File: src/rtl/scd_pkg.sv
// Package for the skipping charset digest: field widths, register indexes,
// reset constants and the charset arithmetic. No dependencies.
`default_nettype none

package scd_pkg;

    localparam int DIGEST_SLOTS_DEF = 16;

    localparam int BYTE_W     = 8;
    localparam int CHAR_W     = 7;
    localparam int CHUNK_W    = 21;
    localparam int PROGRESS_W = 20;
    localparam int SKIP_W     = 30;
    localparam int CFG_IDX_W  = 2;
    localparam int CFG_DATA_W = 30;
    localparam int SEL_W      = 6;
    localparam int SUM_W      = 13;

    localparam logic [CHAR_W-1:0]  SLOT_INIT   = 7'd48;
    localparam logic [SKIP_W-1:0]  SKIP_LIMIT  = 30'h3FFF_FFFF;
    localparam logic [CHUNK_W-1:0] CHUNK_LIMIT = 21'd1048576;

    localparam logic [CHUNK_W-1:0] CHUNK_LEN_RST    = 21'd1048576;
    localparam logic [SKIP_W-1:0]  SKIP_CAP_RST     = 30'd536870912;
    localparam logic [SKIP_W-1:0]  INITIAL_SKIP_RST = 30'd2;

    typedef enum logic [CFG_IDX_W-1:0] {
        CFG_CHUNK_LEN    = 2'd0,
        CFG_SKIP_CAP     = 2'd1,
        CFG_INITIAL_SKIP = 2'd2
    } cfg_index_t;

    // Reduce a 13-bit value modulo 62. Since 64 = 2 (mod 62), fold the
    // upper bits in doubled, then strip multiples of 62 by three compares.
    function automatic logic [SEL_W-1:0] mod62(input logic [SUM_W-1:0] x);
        logic [8:0] s;
        s = {1'b0, x[12:6], 1'b0} + {3'b000, x[5:0]};
        if (s >= 9'd248) s = s - 9'd248;
        if (s >= 9'd124) s = s - 9'd124;
        if (s >= 9'd62)  s = s - 9'd62;
        return s[SEL_W-1:0];
    endfunction

    // Charset lookup: a-z, then A-Z, then 0-9.
    function automatic logic [CHAR_W-1:0] charset_char(input logic [SEL_W-1:0] sel);
        logic [CHAR_W-1:0] c;
        if (sel < 6'd26)
            c = 7'd97 + {1'b0, sel};
        else if (sel < 6'd52)
            c = 7'd65 + {1'b0, sel} - 7'd26;
        else
            c = 7'd48 + {1'b0, sel} - 7'd52;
        return c;
    endfunction

endpackage

`default_nettype wire

File: src/rtl/scd_channels.sv
// Handshake channels of the skipping charset digest: byte input, digest
// output and register write. Depends on scd_pkg for field widths.
`default_nettype none

interface scd_in_if;
    logic                       valid;
    logic                       ready;
    logic [scd_pkg::BYTE_W-1:0] data_byte;
    logic                       final_byte;

    modport source (output valid, output data_byte, output final_byte, input ready);
    modport sink   (input valid, input data_byte, input final_byte, output ready);
endinterface

interface scd_out_if;
    logic                       valid;
    logic                       ready;
    logic [scd_pkg::CHAR_W-1:0] digest_char;
    logic                       digest_end;

    modport source (output valid, output digest_char, output digest_end, input ready);
    modport sink   (input valid, input digest_char, input digest_end, output ready);
endinterface

interface scd_cfg_if;
    logic                           valid;
    logic                           ready;
    logic [scd_pkg::CFG_IDX_W-1:0]  index;
    logic [scd_pkg::CFG_DATA_W-1:0] data;

    modport source (output valid, output index, output data, input ready);
    modport sink   (input valid, input index, input data, output ready);
endinterface

`default_nettype wire

File: src/rtl/skipping_charset_digest_top.sv
// Top level of the skipping charset digest: control sequencer, chunk and
// skip counters, slot store in scd_ram. Depends on scd_pkg, scd_channels.
//
// byte_stream carries one file byte per beat, with final_byte on the last
// byte of the file. digest returns DIGEST_SLOTS character beats, slot 0
// first, digest_end high on the last. cfg writes the chunk length (index 0),
// the skip ceiling (index 1) and the initial skip (index 2); other indexes
// are ignored. cfg.ready is always high; write only while the block is idle.
// A byte in a skip gap only counts the gap down. A counted byte goes through
// slot read, charset reduction and write back through the single RAM write
// port. A final byte adds the dump, after the write back or straight after a
// dropped final byte: for each slot a RAM read (S_DUMP_RD), then a load into
// the output register (S_DUMP_LD), which waits while a beat is still stalled.
// byte_stream.ready is low during the read-modify-write and the dump.
// Reset sets the control registers; each slot reads as '0' through its valid
// bit, so no clearing pass is needed. The same clear follows each dump.
// A stalled receiver holds the output register and the dump waits on it;
// once the last character is loaded the block takes new bytes while that
// character still waits.
`default_nettype none

module skipping_charset_digest_top #(
    parameter int DIGEST_SLOTS = scd_pkg::DIGEST_SLOTS_DEF
) (
    input wire logic  clk,
    input wire logic  rst_n,
    scd_in_if.sink    byte_stream,
    scd_out_if.source digest,
    scd_cfg_if.sink   cfg
);
    import scd_pkg::*;

    localparam int SLOT_W = (DIGEST_SLOTS > 1) ? $clog2(DIGEST_SLOTS) : 1;
    localparam logic [SLOT_W-1:0] LAST_SLOT = SLOT_W'(DIGEST_SLOTS - 1);

    typedef enum logic [2:0] {
        S_IDLE,
        S_CALC,
        S_WRITE,
        S_DUMP_RD,
        S_DUMP_LD
    } state_t;

    // Control and counters
    state_t              state_reg;
    logic [BYTE_W-1:0]   byte_reg;
    logic                final_reg;
    logic [SLOT_W-1:0]   ptr_reg;
    logic [SLOT_W-1:0]   dump_idx_reg;
    logic [SLOT_W-1:0]   rd_addr_reg;
    logic [PROGRESS_W-1:0] progress_reg;
    logic [SKIP_W-1:0]   skip_reg;
    logic [SKIP_W-1:0]   drop_reg;
    logic [DIGEST_SLOTS-1:0] slot_valid_reg;
    logic [SEL_W-1:0]    sel_reg;

    // Output register
    logic                out_valid_reg;
    logic [CHAR_W-1:0]   out_char_reg;
    logic                out_end_reg;

    // Configuration registers
    logic [CHUNK_W-1:0]  chunk_len_reg;
    logic [SKIP_W-1:0]   skip_cap_reg;
    logic [SKIP_W-1:0]   init_skip_reg;

    // RAM port signals
    logic                ram_wr_en;
    logic [CHAR_W-1:0]   ram_wr_data;
    logic                ram_rd_en;
    logic [SLOT_W-1:0]   ram_rd_addr;
    logic [CHAR_W-1:0]   ram_rd_data;

    logic                in_accept;
    logic                cfg_accept;
    logic                out_free;
    logic                dump_load;
    logic                dump_last;
    logic                drop_active;
    logic [CHAR_W-1:0]   slot_value;
    logic [SUM_W-1:0]    slot_sum;
    logic [CHUNK_W-1:0]  chunk_limit;
    logic [CHUNK_W-1:0]  progress_inc;
    logic                chunk_done;
    logic [SKIP_W:0]     skip_dbl;
    logic [SKIP_W-1:0]   skip_grown;
    logic [SLOT_W-1:0]   ptr_adv;

    assign byte_stream.ready = (state_reg == S_IDLE);
    assign cfg.ready         = 1'b1;
    assign digest.valid       = out_valid_reg;
    assign digest.digest_char = out_char_reg;
    assign digest.digest_end  = out_end_reg;

    assign in_accept   = byte_stream.valid && byte_stream.ready;
    assign cfg_accept  = cfg.valid && cfg.ready;
    assign out_free    = !out_valid_reg || digest.ready;
    assign drop_active = (drop_reg != '0);
    assign dump_load   = (state_reg == S_DUMP_LD) && out_free;
    assign dump_last   = (dump_idx_reg == LAST_SLOT);

    // Read the slot on a counted byte, or the next slot during the dump.
    assign ram_rd_en   = (in_accept && !drop_active) || (state_reg == S_DUMP_RD);
    assign ram_rd_addr = (state_reg == S_DUMP_RD) ? dump_idx_reg : ptr_reg;

    // A slot never written since the last clear reads as '0'.
    assign slot_value = slot_valid_reg[rd_addr_reg] ? ram_rd_data : SLOT_INIT;
    assign slot_sum   = {1'b0, slot_value, 5'b00000} + {5'b00000, byte_reg};

    assign ram_wr_en   = (state_reg == S_WRITE);
    assign ram_wr_data = charset_char(sel_reg);

    // Chunk boundary: a zero length ends a chunk on every counted byte.
    assign chunk_limit  = (chunk_len_reg > CHUNK_LIMIT) ? CHUNK_LIMIT : chunk_len_reg;
    assign progress_inc = {1'b0, progress_reg} + 21'd1;
    assign chunk_done   = (progress_inc >= chunk_limit);

    // Double the skip, saturating at the 30-bit ceiling.
    assign skip_dbl   = {skip_reg, 1'b0};
    assign skip_grown = skip_dbl[SKIP_W] ? SKIP_LIMIT : skip_dbl[SKIP_W-1:0];

    assign ptr_adv = (ptr_reg == LAST_SLOT) ? '0 : ptr_reg + SLOT_W'(1);

    scd_ram #(
        .WIDTH (CHAR_W),
        .DEPTH (DIGEST_SLOTS)
    ) u_slots (
        .clk     (clk),
        .wr_en   (ram_wr_en),
        .wr_addr (ptr_reg),
        .wr_data (ram_wr_data),
        .rd_en   (ram_rd_en),
        .rd_addr (ram_rd_addr),
        .rd_data (ram_rd_data)
    );

    // Payload registers: no reset needed.
    always_ff @(posedge clk)
    begin
        if (in_accept)
        begin
            byte_reg <= byte_stream.data_byte;
        end
        if (ram_rd_en)
        begin
            rd_addr_reg <= ram_rd_addr;
        end
        if (state_reg == S_CALC)
        begin
            sel_reg <= mod62(slot_sum);
        end
        if (dump_load)
        begin
            out_char_reg <= slot_value;
            out_end_reg  <= dump_last;
        end
    end

    always_ff @(posedge clk or negedge rst_n)
    begin
        if (!rst_n)
        begin
            state_reg      <= S_IDLE;
            final_reg      <= 1'b0;
            ptr_reg        <= '0;
            dump_idx_reg   <= '0;
            progress_reg   <= '0;
            skip_reg       <= INITIAL_SKIP_RST;
            drop_reg       <= '0;
            slot_valid_reg <= '0;
            out_valid_reg  <= 1'b0;
            chunk_len_reg  <= CHUNK_LEN_RST;
            skip_cap_reg   <= SKIP_CAP_RST;
            init_skip_reg  <= INITIAL_SKIP_RST;
        end
        else
        begin
            // Drop the output beat once taken; a new load below overrides.
            if (digest.ready)
            begin
                out_valid_reg <= 1'b0;
            end

            unique case (state_reg)
                S_IDLE:
                begin
                    if (in_accept)
                    begin
                        final_reg    <= byte_stream.final_byte;
                        dump_idx_reg <= '0;
                        if (drop_active)
                        begin
                            // Byte falls in a skip gap: count it down, no slot update.
                            drop_reg  <= drop_reg - SKIP_W'(1);
                            state_reg <= byte_stream.final_byte ? S_DUMP_RD : S_IDLE;
                        end
                        else
                        begin
                            state_reg <= S_CALC;
                        end
                    end
                end
                S_CALC:
                begin
                    state_reg <= S_WRITE;
                end
                S_WRITE:
                begin
                    slot_valid_reg[ptr_reg] <= 1'b1;
                    ptr_reg <= ptr_adv;
                    if (chunk_done)
                    begin
                        progress_reg <= '0;
                        drop_reg     <= skip_reg;
                        if (skip_reg < skip_cap_reg)
                        begin
                            skip_reg <= skip_grown;
                        end
                    end
                    else
                    begin
                        progress_reg <= progress_inc[PROGRESS_W-1:0];
                    end
                    state_reg <= final_reg ? S_DUMP_RD : S_IDLE;
                end
                S_DUMP_RD:
                begin
                    state_reg <= S_DUMP_LD;
                end
                S_DUMP_LD:
                begin
                    if (dump_load)
                    begin
                        out_valid_reg <= 1'b1;
                        if (dump_last)
                        begin
                            // Digest out: clear the file state and reload the initial skip for the next file.
                            slot_valid_reg <= '0;
                            ptr_reg        <= '0;
                            progress_reg   <= '0;
                            drop_reg       <= '0;
                            skip_reg       <= init_skip_reg;
                            state_reg      <= S_IDLE;
                        end
                        else
                        begin
                            dump_idx_reg <= dump_idx_reg + SLOT_W'(1);
                            state_reg    <= S_DUMP_RD;
                        end
                    end
                end
                default:
                begin
                    state_reg <= S_IDLE;
                end
            endcase

            // Register writes; initial_skip also reloads the running skip.
            if (cfg_accept)
            begin
                unique case (cfg.index)
                    CFG_CHUNK_LEN: chunk_len_reg <= cfg.data[CHUNK_W-1:0];
                    CFG_SKIP_CAP:  skip_cap_reg  <= cfg.data[SKIP_W-1:0];
                    CFG_INITIAL_SKIP:
                    begin
                        init_skip_reg <= cfg.data[SKIP_W-1:0];
                        skip_reg      <= cfg.data[SKIP_W-1:0];
                    end
                    default: ;
                endcase
            end
        end
    end

    // After the last slot is loaded for output, the file state is clear.
    a_clear_after_dump: assert property (@(posedge clk) disable iff (!rst_n)
        (dump_load && dump_last) |=>
            (slot_valid_reg == '0 && ptr_reg == '0 && progress_reg == '0
             && drop_reg == '0))
        else $error("file state not cleared after digest");

    // A byte in a skip gap takes one count off the gap and no slot change.
    a_drop_counts: assert property (@(posedge clk) disable iff (!rst_n)
        (in_accept && drop_active) |=>
            (drop_reg == $past(drop_reg) - SKIP_W'(1) && $stable(slot_valid_reg)))
        else $error("skip gap count wrong");

    // The write back always follows the reduction step.
    a_write_after_calc: assert property (@(posedge clk) disable iff (!rst_n)
        (state_reg == S_WRITE) |-> ($past(state_reg) == S_CALC))
        else $error("slot write without reduction");

    // An output load never overwrites a beat that is still waiting.
    a_no_overwrite: assert property (@(posedge clk) disable iff (!rst_n)
        (out_valid_reg && !digest.ready) |=> $stable(out_char_reg) && out_valid_reg)
        else $error("digest beat overwritten while stalled");

endmodule

`default_nettype wire

File: src/rtl/scd_ram.sv
// Generic single-write, single-read RAM with a registered read port.
// No dependencies.
`default_nettype none

module scd_ram #(
    parameter int WIDTH = 8,
    parameter int DEPTH = 16,
    localparam int ADDR_W = (DEPTH > 1) ? $clog2(DEPTH) : 1
) (
    input  wire logic                     clk,
    input  wire logic                     wr_en,
    input  wire logic [ADDR_W-1:0]        wr_addr,
    input  wire logic [WIDTH-1:0]         wr_data,
    input  wire logic                     rd_en,
    input  wire logic [ADDR_W-1:0]        rd_addr,
    output      logic [WIDTH-1:0]         rd_data
);
    logic [WIDTH-1:0] mem [DEPTH];

    always_ff @(posedge clk)
    begin
        if (wr_en)
        begin
            mem[wr_addr] <= wr_data;
        end
        if (rd_en)
        begin
            rd_data <= mem[rd_addr];
        end
    end

endmodule

`default_nettype wire
File: src/flat_wrapper.sv
// flat-port wrapper written by rule: the top's interface ports become plain ports
module skipping_charset_digest_top_flat import scd_pkg::*;
#(
    parameter int DIGEST_SLOTS = scd_pkg::DIGEST_SLOTS_DEF
)
  (clk, rst_n, byte_stream_valid, byte_stream_data_byte, byte_stream_final_byte, byte_stream_ready, digest_valid, digest_digest_char, digest_digest_end, digest_ready, cfg_valid, cfg_index, cfg_data, cfg_ready);
  scd_in_if byte_stream_i ();
  scd_out_if digest_i ();
  scd_cfg_if cfg_i ();
  input wire logic clk;
  input wire logic rst_n;
  input wire logic [$bits(byte_stream_i.valid)-1:0] byte_stream_valid;
  input wire logic [$bits(byte_stream_i.data_byte)-1:0] byte_stream_data_byte;
  input wire logic [$bits(byte_stream_i.final_byte)-1:0] byte_stream_final_byte;
  output wire logic [$bits(byte_stream_i.ready)-1:0] byte_stream_ready;
  output wire logic [$bits(digest_i.valid)-1:0] digest_valid;
  output wire logic [$bits(digest_i.digest_char)-1:0] digest_digest_char;
  output wire logic [$bits(digest_i.digest_end)-1:0] digest_digest_end;
  input wire logic [$bits(digest_i.ready)-1:0] digest_ready;
  input wire logic [$bits(cfg_i.valid)-1:0] cfg_valid;
  input wire logic [$bits(cfg_i.index)-1:0] cfg_index;
  input wire logic [$bits(cfg_i.data)-1:0] cfg_data;
  output wire logic [$bits(cfg_i.ready)-1:0] cfg_ready;
  assign byte_stream_i.valid = byte_stream_valid;
  assign byte_stream_i.data_byte = byte_stream_data_byte;
  assign byte_stream_i.final_byte = byte_stream_final_byte;
  assign byte_stream_ready = byte_stream_i.ready;
  assign digest_valid = digest_i.valid;
  assign digest_digest_char = digest_i.digest_char;
  assign digest_digest_end = digest_i.digest_end;
  assign digest_i.ready = digest_ready;
  assign cfg_i.valid = cfg_valid;
  assign cfg_i.index = cfg_index;
  assign cfg_i.data = cfg_data;
  assign cfg_ready = cfg_i.ready;
  skipping_charset_digest_top #(.DIGEST_SLOTS(DIGEST_SLOTS)) u_core (.clk(clk), .rst_n(rst_n), .byte_stream(byte_stream_i), .digest(digest_i), .cfg(cfg_i));
endmodule
File: config.mk
export PLATFORM = sky130hd
export DESIGN_NAME = skipping_charset_digest_top_flat
export DESIGN_NICKNAME = d
export VERILOG_FILES = /design/src/rtl/scd_pkg.sv /design/src/rtl/scd_channels.sv /design/src/rtl/skipping_charset_digest_top.sv /design/src/rtl/scd_ram.sv /design/src/flat_wrapper.sv
export SDC_FILE = /design/constraint.sdc
export NUM_CORES = 1
export LEC_CHECK = 0
export BUFFER_PORTS_ARGS = -buffer_cell sky130_fd_sc_hd__buf_2
export CAP_MARGIN = 20
export CORE_MARGIN = 1
export CORE_UTILIZATION = 53
export CTS_BUF_LIST = sky130_fd_sc_hd__clkbuf_4 sky130_fd_sc_hd__clkbuf_8 sky130_fd_sc_hd__clkbuf_16
export CTS_CLUSTER_DIAMETER = 60
export DETAILED_ROUTE_END_ITERATION = 8
export MAX_ROUTING_LAYER = met4
export PLACE_DENSITY = 0.67
export SLEW_MARGIN = 20
export SYNTH_ARGS = -nofsm -noshare
export SYNTH_HDL_FRONTEND = slang
export SYNTH_HIERARCHICAL = 1
export SYNTH_SLANG_ARGS = --single-unit
File: constraint.sdc
create_clock -name clk -period 18.66 [get_ports clk]
set_clock_uncertainty 0.2 [all_clocks]
set_input_delay 3.732 -clock clk [delete_from_list [all_inputs] [get_ports clk]]
set_output_delay 3.732 -clock clk [all_outputs]
set_load 0.02 [all_outputs]
-- Yosys cells after proc, flatten, opt, wreduce, memory -nomap -nowiden
Memories as Yosys holds them, arrays and structs flattened. A register that Yosys moved wholly into a read port is not among the register bits.
Cells that the tools add are included.
- reduce and logical (&&, ||, !) cells: 22
- bitwise logic cells: 1
- order comparisons: 11
- mux-type cells: 55
- equal/unequal tests: 14
- $add $sub $neg: 14
- operators by type and width (operator ; number):
    $mux W30 ; 12
    $pmux W30 S3 ; 1
    $mux W20 ; 3
    $pmux W30 S2 ; 1
    $pmux W20 S2 ; 1
    $mux W9 ; 4
    $mux W16 ; 2
    $pmux W16 S2 ; 1
    $lt A30 B30 Y1 ; 1
    $reduce_bool A30 Y1 ; 1
    $sub A30 B1 Y30 const B ; 1
    $mux W4 ; 7
    $add A20 B1 Y21 const B ; 1
    $ge A21 B21 Y1 ; 1
    $gt A21 B21 Y1 const B ; 1
    $mux W21 ; 1
    $mux W7 ; 3
    $or A16 B16 Y16 ; 1
    $pmux W4 S2 ; 2
    $pmux W3 S5 ; 1
    $add A7 B6 Y7 const A ; 2
    $add A12 B8 Y13 ; 1
    $lt A4 B5 Y1 const B ; 2
    $reduce_and A2 Y1 ; 5
    38 further kinds ; 61
- output and inout port bits: 11
- word-level logic and storage cells: 135
- memory bits (writable): 112
- register bits after elaboration: 216
- input port bits: 46
- memories kept: 1
- memory list (name ; words ; bits a word ; read ports ; clocked after Yosys merged registers in ; wr ports ; line ; text):
    u_core.u_slots.mem ; 16 ; 7 ; 1 ; 1 ; 1 ; scd_ram.sv:18 ; logic [WIDTH-1:0] mem [DEPTH];

-- Depth between registers and ports, before layout
Gate-level depths: netlist of run 1.
- depth in word-level cells: 13
- depth in mapped cells: 29
- mapped depth without buffers: 27

-- Modules after synthesis
Netlist of run 1, hierarchy kept.
- modules (own cells, without submodules) (module ; times used ; seq. area each (µm²) ; area an instance (µm²) ; cells each):
    skipping_charset_digest_top ; 1 ; 5540.3 ; 13063.8 ; 1330
    scd_ram ; 1 ; 3573.4 ; 4600.7 ; 203

-- Worst setup path after synthesis of run 1
Ideal clock, no wire load.
- kind: reg-to-reg
- start point: register u_core.rd_addr_reg[2]
- end point: register u_core.sel_reg[2], data pin
- stages on the path, launching flop included: 28
- data arrival time: 6234 ps
- period minus slack after synthesis: 6695 ps
- setup time: 260 ps
- required time: 18200 ps
- setup slack: 11965 ps
- path buffers: 2
- cells stage by stage: edfxtp_1 mux4_1 mux4_2 buf_6 clkbuf_1 and2_1 ha_1 inv_1 fa_1 and2b_1 o21ai_0 xor2_1 nand2_1 ha_1 o21bai_1 o21a_1 ha_1 a31oi_1 nand3b_1 a2bb2oi_2 xnor2_1 ha_1 inv_1 o22ai_2 xnor2_1 or4b_1 o211ai_2 mux2_4
- cells in the longest elaborated chain, start to end: 13
- elaborated cells on any way between the ends: 16
- those cells by class: add/sub (5); order compare (3); mux (8)
- ends and longest elaborated chain (item ; line ; text):
    start, declared ; skipping_charset_digest_top.sv:50 ; logic [SLOT_W-1:0] rd_addr_reg;
    start signal, assigned ; skipping_charset_digest_top.sv:146 ; rd_addr_reg <= ram_rd_addr;
    $bmux W1 S4 (*) ; skipping_charset_digest_top.sv:107 ; assign slot_value = slot_valid_reg[rd_addr_reg] ? ram_rd_data : SLOT_INIT;
    $mux W1 (implied by the code) (*) ; skipping_charset_digest_top.sv:107 ;
    $mux W7 (*) ; skipping_charset_digest_top.sv:107 ;
    net u_core.slot_value[0] ; skipping_charset_digest_top.sv:80 ; logic [CHAR_W-1:0] slot_value;
    $add A12 B8 Y13 (*) ; skipping_charset_digest_top.sv:108 ; assign slot_sum = {1'b0, slot_value, 5'b00000} + {5'b00000, byte_reg};
    $add A8 B6 Y9 (*) ; scd_pkg.sv:37 ; s = {1'b0, x[12:6], 1'b0} + {3'b000, x[5:0]};
    $sub A9 B8 Y9 or $ge A9 B8 Y1 (tied branches) ; scd_pkg.sv:38 ; if (s >= 9'd248) s = s - 9'd248;
    $mux W9 (*) ; scd_pkg.sv:38 ;
    $mux W9 (*) ; skipping_charset_digest_top.sv:148 ; if (state_reg == S_CALC)
    $sub A9 B7 Y9 or $ge A9 B7 Y1 (tied branches) ; scd_pkg.sv:39 ; if (s >= 9'd124) s = s - 9'd124;
    $mux W9 (*) ; scd_pkg.sv:39 ;
    $mux W9 (*) ; skipping_charset_digest_top.sv:148 ;
    $ge A9 B6 Y1 or $sub A6 B6 Y6 (tied branches) ; scd_pkg.sv:40 ; if (s >= 9'd62) s = s - 9'd62;
    $mux W6 (*) ; scd_pkg.sv:40 ;
    end signal, assigned ; skipping_charset_digest_top.sv:150 ; sel_reg <= mod62(slot_sum);
    end, declared ; skipping_charset_digest_top.sv:55 ; logic [SEL_W-1:0] sel_reg;
Mark *: on every way through the listed nets, which the timed path passes. The rest lies on a longest branch. The select of a mux whose other input is x is not followed.
A chain may end at the register's enable or synchronous reset.

-- Final worst setup path of run 1
Same ends and word-level chain as after synthesis.

==> results of run 1 <==
==> cells by family (layout without fill, tap and decap cells) <==
kind of cell / count (synthesis) / count (layout) / share of synthesized area
AO/OA/AOI/OAI: 369 / 369 / 0.149
XOR/XNOR: 37 / 37 / 0.0183
adder cells (fa/ha/maj): 75 / 75 / 0.0540
buffers and inverters: 136 / 201 / 0.0327
flip-flops: 335 / 335 / 0.516
multiplexers: 129 / 129 / 0.108
other: 1 / 4 / 0.000212
AND/OR/NAND/NOR: 451 / 451 / 0.122
==> final cells by class <==
cell class                 count  share of cell area
sequential                   335               0.464
multi-input combinational   1062               0.410
clock buffer                  51              0.0550
tap                          442              0.0282
timing repair buffer          73              0.0213
inverter                      60              0.0115
clock inverter                17             0.00981
antenna                        3            0.000382
==> layer usage <==
layer	GRT usage	part of all wire
met1	0.326	0.44
met2	0.403	0.49
met3	0.0362	0.047
met4	0.0773	0.025
met5	-	0
==> final timing paths <==
check / start / to / slack (ns) / depth (start not counted)
min: u_core/slot_valid_reg[7]$_DFFE_PN0P_ / u_core/slot_valid_reg[7]$_DFFE_PN0P_ / 0.29 / 2
max: u_core/rd_addr_reg[2]$_DFFE_PP_ / u_core/sel_reg[2]$_DFFE_PP_ / 11.26 / 25
min reg2reg: u_core/slot_valid_reg[7]$_DFFE_PN0P_ / u_core/slot_valid_reg[7]$_DFFE_PN0P_ / 0.29 / 2
max reg2reg: u_core/rd_addr_reg[2]$_DFFE_PP_ / u_core/sel_reg[2]$_DFFE_PP_ / 11.26 / 25
max in group asynchronous: rst_n / u_core/chunk_len_reg[4]$_DFFE_PN0P_ / 13.53 / 2
min in group asynchronous: rst_n / u_core/skip_cap_reg[24]$_DFFE_PN0P_ / 3.14 / 1
==> stage by stage <==
stage	instances	hold slack (ns)
after floorplan	1533	0.250
after global placement	1972	0.266
after detailed placement	1972	0.279
after CTS	2040	0.292
after global routing	2042	0.315
final	2043	0.291
==> synth_stat cells, types with 4 or more instances <==
cell type	count	area [um^2]
nor2b_1	14	87.6
buf_2	7	35.0
nand3_1	34	170
mux4_1	21	552
xnor2_1	28	245
dfstp_2	4	105
a22o_1	16	140
a21o_1	17	128
dfrtp_1	186	4650
o311a_1	29	290
nor2_1	149	559
clkbuf_1	62	233
o21a_1	11	82.6
o22ai_1	6	37.5
nand4_1	19	119
a21boi_0	4	30.0
nand2_1	115	432
mux2_2	85	957
and2_1	12	75.1
nand3b_1	11	82.6
ha_1	73	913
a31oi_1	19	119
inv_1	59	221
or3_1	6	37.5
mux4_2	12	270
a32oi_1	6	52.6
nor4_1	12	75.1
a22oi_1	26	195
xor2_1	9	78.8
a21oi_1	79	395
o31ai_1	18	135
nand2b_1	16	100
o21ai_0	57	285
o2bb2ai_1	14	123
o211ai_1	31	233
edfxtp_1	145	4350
or2_2	6	37.5
mux2i_1	9	90.1
nor3_1	32	160
==> tightest hold or removal path, cell delays in order (launching register included) <==
cell     delay [ns]
dfrtp_1        0.34
a31oi_1        0.04
nor2_1         0.07
==> power by group through the flow <==
stage               Sequential (mW)  Combinational [mW]  Clock (mW)
floorplan                      1.11               0.991           0
global placement               1.15                1.26           0
detailed placement             1.15                1.29           0
CTS                            1.14                1.30       0.771
global route                   1.16                1.45       0.801
finish                         1.14                1.31       0.754
==> impl_metrics.py, run 1 <==
metrics = {
    "global_route": {
        "grt_use_total": 0.250,
        "grt-ovfl-total": 0,
        "grt_first_pass_wirelength_um": 65100,
        "grt_pass1_vias": 12200,
        "antenna_found_initial": 2,
        "grt_max_degree": 117,
    },
    "die": {
        "dieArea_mm2": 0.0341,
        "die_y_um": 185,
        "die_w_um": 185,
        "core_mm2": 0.0327,
        "start_util": 0.540,
        "row_count": 66,
        "io-pin-count": 57,
    },
    "finish": {
        "fin_nets": 1691,
        "layout_common_cells": "dfrtp_1 (186), nor2_1 (146), edfxtp_1 (145), nand2_1 (115), mux2_2 (85)",
        "post-route-util": 0.600,
        "final_common_cell": "dfrtp_1",
        "n_fill_cell": 2708,
        "area_delta_synth_final_pct": 11.1,
        "multi_input_area_mm2": 0.00804,
        "fin_area_mm2": 0.0196,
        "largest_register_ffs": 112,
        "regArea_mm2": 0.00911,
        "final_layout_size_suffix_gt1_frac": 0.175,
        "top_register": "u_core/u_slots/mem",
    },
    "synth": {
        "synth.net_count": 1654,
        "ys_async_sr_fraction": 0.567,
        "syn_area_mm2": 0.0177,
        "synth-edff-count": 145,
        "ys_seq_area_frac": 0.516,
        "synthFlopType": "dfrtp_1",
        "syn_inst": 1533,
        "postSynthAreaPerCell_um2": 11.5,
        "synth-seq-cells": 335,
        "synth_warnings": 6,
        "yosysUniqueCellTypes": 93,
    },
    "drt": {
        "vias": 12400,
        "drt-wirelength-per-cell_um": 19.8,
        "routed_wl_um": 40400,
        "viasPerCell": 6.08,
        "dr.first_iter.drc_count": 902,
        "drc": 0,
        "ant_nets": 0,
        "drtPass1Iterations": 5,
    },
    "cts": {
        "cts_hold_buf": 0,
        "cts_resized": 0,
        "clock_tree.root_cell": "clkbuf_16",
        "clock_path_buffers": 3,
        "cts_tree": "done",
        "numCtsBuffers": 38,
        "clock_latency_ns": 0.53,
        "cts_max_level": 2,
        "clkSlewWorstSetupHoldPaths_ns": 0.07,
        "cts_setup_buffers": 0,
        "cts.sinks": 335,
    },
    "flow_run": {
        "max_cap_viol_count": 0,
    },
    "timing": {
        "maxSlewHeadroom": 0.254,
        "tightest_slew_ns": 1.11,
        "period_needed_ns": 7.40,
        "hold_viol": 0,
        "tns_ns": 0,
        "post-route-period-util": 0.397,
        "maxSlewViolCount": 0,
        "rsz0062_at_grt": "false",
        "fin_ws_ns": 11.26,
        "max_freq_mhz": 135,
        "finalSetupViolCount": 0,
    },
    "critical_path": {
        "path_common_cell": "ha_1",
        "arrival_ns": 7.48,
        "critPathMaxStageDelay_ns": 0.73,
        "cp_max_fo": 22,
        "critPathLaunchType": "register",
        "required_ns": 18.74,
        "cp_top_family": "multiplexers",
        "worst_setup_path_end_kind": "register",
        "critical_path_class": "register to register",
        "critPathBufInv": 2,
        "critical-path-slowest-cell": "mux4_2",
    },
    "placement": {
        "place_area_mm2": 0.0183,
        "place_ws_ns": 11.35,
        "portBuffers": 55,
        "gp_congestion": 0.851,
        "hpwl_um": 26300,
    },
    "power": {
        "pwr-share-comb": 0.408,
        "p_int_mw": 1.97,
        "power_frac_seq": 0.357,
        "power_frac_clock": 0.235,
        "powerDensity_mw_per_mm2": 163,
        "peakVddDrop_uv": 72.6,
        "netSwitchingPower_mw": 1.23,
        "total_power_mw": 3.20,
        "switching_share": 0.383,
        "p_leak_nw": 7.71,
    },
    "outcome": {
        "status": "finished clean",
    },
    "hold_path": {
        "hp-class": "register to register",
    },
}
Power figures use the tool's default switching activity.
==> inputs of run 2 (changes only) <==
--- a/config.mk
+++ b/config.mk
@@ -13,7 +13,7 @@
 export CTS_CLUSTER_DIAMETER = 60
 export DETAILED_ROUTE_END_ITERATION = 8
 export MAX_ROUTING_LAYER = met4
-export PLACE_DENSITY = 0.67
+export PLACE_DENSITY = 0.69
 export SLEW_MARGIN = 20
 export SYNTH_ARGS = -nofsm -noshare
 export SYNTH_HDL_FRONTEND = slang
==> constraint.sdc (replaced) <==
create_clock -name clk -period 6.3 [get_ports clk]
set_clock_uncertainty 0.2 [all_clocks]
set_input_delay 1.26 -clock clk [delete_from_list [all_inputs] [get_ports clk]]
set_output_delay 1.26 -clock clk [all_outputs]
set_load 0.02 [all_outputs]
==> impl_metrics.py, run 2 (same netlist as run 1, synthesis figures left out) <==
metrics = {
    "drt": {
        "drtPass1Iterations": 5,
        "drc": 0,
        "drt-wirelength-per-cell_um": 19.8,
        "ant_nets": 0,
        "vias": 12800,
        "routed_wl_um": 41800,
        "viasPerCell": 6.09,
        "dr.first_iter.drc_count": 915,
    },
    "critical_path": {
        "critical_path_class": "register to register",
        "setup.worst_path.start": "u_core/rd_addr_reg[2]$_DFFE_PP_",
        "r2r-end": "u_core/sel_reg[2]$_DFFE_PP_",
        "critPathCapture": "u_core/sel_reg[2]$_DFFE_PP_",
        "r2r_slack_ns": 0.003,
        "critPathLaunchType": "register",
        "arrival_ns": 6.36,
        "worst_setup_path_end_kind": "register",
        "worstReg2RegStart": "u_core/rd_addr_reg[2]$_DFFE_PP_",
        "required_ns": 6.37,
        "critical-path-slowest-cell": "mux4_2",
        "cp_max_fo": 5,
        "critPathMaxStageDelay_ns": 0.54,
        "reg2reg_depth": 25,
    },
    "outcome": {
        "status": "finished clean",
    },
    "global_route": {
        "grt_first_pass_wirelength_um": 67600,
        "antenna_found_initial": 3,
        "grt_max_degree": 91,
        "grt_pass1_vias": 12700,
        "met1_usage": 0.338,
        "grt_use_met3": 0.0356,
        "busiest_layer": "met2",
        "groute.layer.met2.usage": 0.418,
        "grt_use_total": 0.259,
        "grt-ovfl-total": 0,
    },
    "power": {
        "powerDensity_mw_per_mm2": 510,
        "p_leak_nw": 8.09,
        "peakVddDrop_uv": 287,
        "total_power_mw": 10.4,
    },
    "cts": {
        "clkSlewWorstSetupHoldPaths_ns": 0.06,
        "clock_latency_ns": 0.53,
        "cts.sinks": 335,
        "clock_tree.root_cell": "clkbuf_16",
        "cts_tree": "done",
        "clock_path_buffers": 3,
        "numCtsBuffers": 39,
        "cts_max_level": 2,
    },
    "die": {
        "row_count": 66,
        "dieArea_mm2": 0.0341,
        "die_w_um": 185,
        "core_mm2": 0.0327,
        "start_util": 0.540,
        "io-pin-count": 57,
        "die_y_um": 185,
    },
    "timing": {
        "finalSetupViolCount": 0,
        "maxSlewHeadroom": 0.228,
        "period_needed_ns": 6.30,
        "maxSlewViolCount": 0,
        "tightest_slew_ns": 1.13,
        "tns_ns": 0,
        "post-route-period-util": 0.999,
        "rsz0062_at_grt": "true",
        "hold_viol": 0,
        "fin_ws_ns": 0.00334,
        "max_freq_mhz": 159,
    },
    "finish": {
        "area_delta_synth_final_pct": 15.3,
        "layout_common_cells": "dfrtp_1 (186), edfxtp_1 (145), nor2_1 (144), nand2_1 (115), mux2_2 (85)",
        "largest_register_ffs": 112,
        "final_common_cell": "dfrtp_1",
        "final_layout_size_suffix_gt1_frac": 0.229,
        "stdcell_count": 2108,
        "fin_area_mm2": 0.0204,
        "fin_nets": 1754,
        "top_register": "u_core/u_slots/mem",
    },
    "placement": {
        "dpl.cell_count": 2021,
        "gp_congestion": 0.850,
        "portBuffers": 55,
        "place_ws_ns": -0.0856,
        "place_area_mm2": 0.0188,
        "hpwl_um": 27400,
    },
    "flow_run": {
        "max_cap_viol_count": 0,
    },
    "hold_path": {
        "hp-class": "register to register",
    },
}
==> run 2: cell types whose count changed in the layout (fill, tap and decap cells not counted), sizes merged <==
cell / delta
buf: +62
clkbuf: +2
clkinv: +2
inv: -1
==> run 2: timing repair <==
action / CTS / global route
endpoints found under the setup margin: 5 / 5
buffers inserted: 4 / 9
gates resized for setup: 7 / 29
hold buffers: 0 / 0
endpoints found under the hold margin: 0 / 0
pin swaps: 14 / 16
==> run 2: worst min path at each step <==
stage,cells after the start,from,slack [ns],endpoint
after floorplan,1,u_core/drop_reg[14]$_DFFE_PN0P_,0.25,u_core/drop_reg[14]$_DFFE_PN0P_
after global placement,1,u_core/drop_reg[14]$_DFFE_PN0P_,0.27,u_core/drop_reg[14]$_DFFE_PN0P_
after detailed placement,2,u_core/drop_reg[18]$_DFFE_PN0P_,0.28,u_core/drop_reg[18]$_DFFE_PN0P_
after CTS,2,u_core/drop_reg[18]$_DFFE_PN0P_,0.30,u_core/drop_reg[18]$_DFFE_PN0P_
after global routing,1,u_core/init_skip_reg[0]$_DFFE_PN0P_,0.31,u_core/init_skip_reg[0]$_DFFE_PN0P_
final,2,u_core/drop_reg[18]$_DFFE_PN0P_,0.30,u_core/drop_reg[18]$_DFFE_PN0P_
==> run 2: routing by layer <==
metal,vias up,part of all wire
met5,-,0
met4,0,0.027
met3,78,0.047
met2,347,0.49
met1,6422,0.44
li1,5996,-
==> run 2: where the power goes <==
group          internal (mW)  total, mW  switching, mW
Clock                   1.38       2.29          0.902
Sequential              2.99       3.39          0.398
Combinational           2.09       4.71           2.62
==> run 2: cell type report <==
class                      count  area [um^2]
sequential                   335         9110
fill                        2614        12300
multi-input combinational   1062         8230
clock buffer                  53         1120
clock inverter                18          193
antenna                        3         7.51
inverter                      60          228
tap                          442          553
timing repair buffer         135          908
==> run 2: critical path, delay by kind of cell, from the launching register on <==
family | cells | cell delay, ns
compound gates | 7 | 1.15
xor+xnor | 3 | 0.46
fa+ha+maj | 4 | 0.92
buf+inv | 3 | 0.24
flops | 1 | 0.34
mux | 3 | 1.34
simple gates | 5 | 1.38
==> run 2: per-stage QoR <==
stage | utilization | hold slack [ns]
after floorplan | - | 0.250
after global placement | 0.574 | 0.272
after detailed placement | 0.574 | 0.283
after CTS | 0.616 | 0.297
after global routing | 0.623 | 0.308
final | 0.623 | 0.298
==> inputs of run 3 (changes only) <==
--- a/config.mk
+++ b/config.mk
@@ -17,5 +17,4 @@
 export SLEW_MARGIN = 20
 export SYNTH_ARGS = -nofsm -noshare
 export SYNTH_HDL_FRONTEND = slang
-export SYNTH_HIERARCHICAL = 1
 export SYNTH_SLANG_ARGS = --single-unit
==> impl_metrics.py, run 3 <==
metrics = {
    "drt": {
        "drc": 0,
        "viasPerCell": 5.91,
        "routed_wl_um": 43000,
        "ant_nets": 0,
        "drtPass1Iterations": 7,
        "dr.first_iter.drc_count": 1189,
        "vias": 13300,
        "drt-wirelength-per-cell_um": 19.1,
    },
    "critical_path": {
        "worst_setup_path_end_kind": "register",
        "cp_top_family": "adder cells",
        "path_common_cell": "inv_2",
        "arrival_ns": 6.30,
        "cp_max_fo": 4,
        "critical-path-slowest-cell": "fa_2",
        "critPathLaunchType": "register",
        "critPathBufInv": 5,
        "required_ns": 6.37,
        "path_cells": "buf_6, mux2i_1, mux4_2, mux2i_4, and2_4, ha_4, inv_2, fa_2, inv_2, ha_4, fa_2, a211o_1, and3_4, buf_6, nor3_4, a211oi_4, a211o_1, xnor2_2, ha_2, inv_2, o31a_1, or3_4, a41o_1, mux2_4",
        "critical_path_class": "register to register",
        "critPathMaxStageDelay_ns": 0.54,
    },
    "die": {
        "io-pin-count": 57,
        "core_mm2": 0.0325,
        "die_y_um": 183,
        "die_w_um": 183,
        "dieArea_mm2": 0.0336,
        "row_count": 66,
        "start_util": 0.537,
    },
    "flow_run": {
        "max_cap_viol_count": 0,
    },
    "finish": {
        "fin_nets": 1899,
        "final_common_cell": "nand2_1",
        "stdcell_count": 2251,
        "layout_common_cells": "nand2_1 (287), dfrtp_1 (186), edfxtp_1 (145), nor2_1 (120), o21ai_0 (90)",
        "post-route-util": 0.618,
        "largest_register_ffs": 112,
        "final_layout_size_suffix_gt1_frac": 0.185,
        "area_delta_synth_final_pct": 15.2,
        "top_register": "u_core.u_slots.mem",
    },
    "synth": {
        "syn_inst": 1709,
        "ys_async_sr_fraction": 0.567,
        "ys_top_cells_by_count": "nand2_1 (288), dfrtp_1 (186), edfxtp_1 (145), nor2_1 (125), o21ai_0 (92)",
        "synth.net_count": 1831,
        "ys_seq_area_frac": 0.523,
        "postSynthAreaPerCell_um2": 10.2,
        "synth.most_common_cell": "nand2_1",
        "synthFlopType": "dfrtp_1",
        "synth-seq-cells": 335,
        "synth-edff-count": 145,
        "yosysTopAreaCell": "dfrtp_1",
        "synth_warnings": 0,
        "yosys.area.top_type_share": 0.267,
        "yosysUniqueCellTypes": 74,
        "synth_area_leaders": "dfrtp_1 (27%), edfxtp_1 (25%), nand2_1 (6.2%), ha_1 (5.3%), mux2_2 (3.4%)",
        "syn_area_mm2": 0.0174,
    },
    "timing": {
        "fin_ws_ns": 0.0676,
        "maxSlewHeadroom": 0.251,
        "period_needed_ns": 6.23,
        "rsz0062_at_grt": "true",
        "hold_viol": 0,
        "tightest_slew_ns": 1.12,
        "maxSlewViolCount": 0,
        "post-route-period-util": 0.989,
        "tns_ns": 0,
        "finalSetupViolCount": 0,
        "max_freq_mhz": 160,
    },
    "cts": {
        "cts_hold_buf": 0,
        "clock_path_buffers": 3,
        "cts.sinks": 335,
        "cts_tree": "done",
        "numCtsBuffers": 40,
        "clock_latency_ns": 0.53,
        "clkSlewWorstSetupHoldPaths_ns": 0.06,
        "cts_max_level": 2,
        "clock_tree.root_cell": "clkbuf_16",
    },
    "power": {
        "p_leak_nw": 8.48,
        "peakVddDrop_uv": 277,
        "powerDensity_mw_per_mm2": 518,
    },
    "outcome": {
        "status": "finished clean",
    },
    "global_route": {
        "antenna_found_initial": 2,
        "grt_pass1_vias": 13000,
        "groute.layer.met2.usage": 0.434,
        "busiest_layer": "met2",
        "grt-ovfl-total": 0,
        "grt_max_degree": 85,
        "grt_use_met3": 0.0411,
        "grt_use_total": 0.268,
        "met1_usage": 0.347,
        "grt_first_pass_wirelength_um": 68800,
    },
    "placement": {
        "gp_congestion": 0.899,
        "place_ws_ns": -0.117,
        "dpl.cell_count": 2166,
        "portBuffers": 55,
        "hpwl_um": 27500,
    },
    "hold_path": {
        "hp-class": "register to register",
    },
}
-- run 3: cell count changes after synthesis, sizes merged, moves of 20 or more --
cell	change
nand2	+174
and3	+52
mux2i	+37
o21ai	+37
mux2	-32
mux4	-31
o211ai	-31
o311a	-29
o221ai	+28
nor2	-24
or2	+24
nand3	+21
a311oi	+20
-- run 3: worst reg2reg max path: stages (launching register included) --
cell	delay [ns]
edfxtp_1	0.41
buf_6	0.16
mux2i_1	0.11
mux4_2	0.53
mux2i_4	0.20
and2_4	0.19
ha_4	0.13
inv_2	0.04
fa_2	0.54
inv_2	0.05
ha_4	0.16
fa_2	0.37
a211o_1	0.36
and3_4	0.23
buf_6	0.13
nor3_4	0.20
a211oi_4	0.07
a211o_1	0.34
xnor2_2	0.17
ha_2	0.19
inv_2	0.03
o31a_1	0.28
or3_4	0.34
a41o_1	0.25
mux2_4	0.30
-- run 3: final timing paths --
path	from	to	slack [ns]	cells after the start
setup / recovery	u_core.rd_addr_reg[3]$_DFFE_PP_	u_core.sel_reg[2]$_DFFE_PP_	0.07	24
hold / removal	u_core.init_skip_reg[1]$_DFFE_PN1P_	u_core.init_skip_reg[1]$_DFFE_PN1P_	0.27	2
setup reg to reg	u_core.rd_addr_reg[3]$_DFFE_PP_	u_core.sel_reg[2]$_DFFE_PP_	0.07	24
hold reg to reg	u_core.init_skip_reg[1]$_DFFE_PN1P_	u_core.init_skip_reg[1]$_DFFE_PN1P_	0.27	2
max in group asynchronous	rst_n	u_core.init_skip_reg[14]$_DFFE_PN0P_	4.09	2
min in group asynchronous	rst_n	u_core.init_skip_reg[24]$_DFFE_PN0P_	0.58	1
-- run 3: repair_timing --
item,in CTS,in global routing
endpoints found under the setup margin,3,4
resized for setup,1,41
setup buffers,2,9
pin swaps,1,18
hold endpoints to repair,0,0
-- run 3: logic make-up after synthesis --
logic type / count (synthesis) / share of synthesized area
simple gates: 656 / 0.173
flops: 335 / 0.523
compound gates: 346 / 0.130
buf+inv: 152 / 0.0332
xor+xnor: 40 / 0.0201
other cells: 1 / 0.000215
fa+ha+maj: 76 / 0.0554
mux: 103 / 0.0649
-- run 3: final cells by class --
type	instances	area [um^2]
well taps	442	553
clock inverters	18	189
multi-input cells	1222	8070
fillers	2665	12400
repair buffers	116	753
flip-flops and latches	335	9110
diodes	2	5.00
inverters	62	233
clock buffers	54	1150
-- run 3: layer usage --
| layer | vias to the layer above | wire [um] | share of wire |
|---|---|---|---|
| li1 | 6290 | - | - |
| met1 | 6533 | 18500 | 0.43 |
| met2 | 405 | 20900 | 0.49 |
| met3 | 78 | 2490 | 0.058 |
| met4 | 0 | 1150 | 0.027 |
| met5 | - | 0 | 0 |
-- run 3: power breakdown --
group	internal (mW)	total, mW	switching (mW)
logic	1.90	4.63	2.73
registers	3.00	3.44	0.437
clock network	1.39	2.33	0.941
total	6.29	10.4	4.11
-- run 3: per-stage QoR --
step | hold WS, ns | instance area, um^2 | total power, mW
finish | 0.265 | 20100 | 10.4
global route | 0.278 | 20100 | 11.1
CTS | 0.261 | 19800 | 10.1
detailed placement | 0.253 | 18400 | 7.74
global placement | 0.247 | 18400 | 7.63
floorplan | 0.239 | 17500 | 6.34
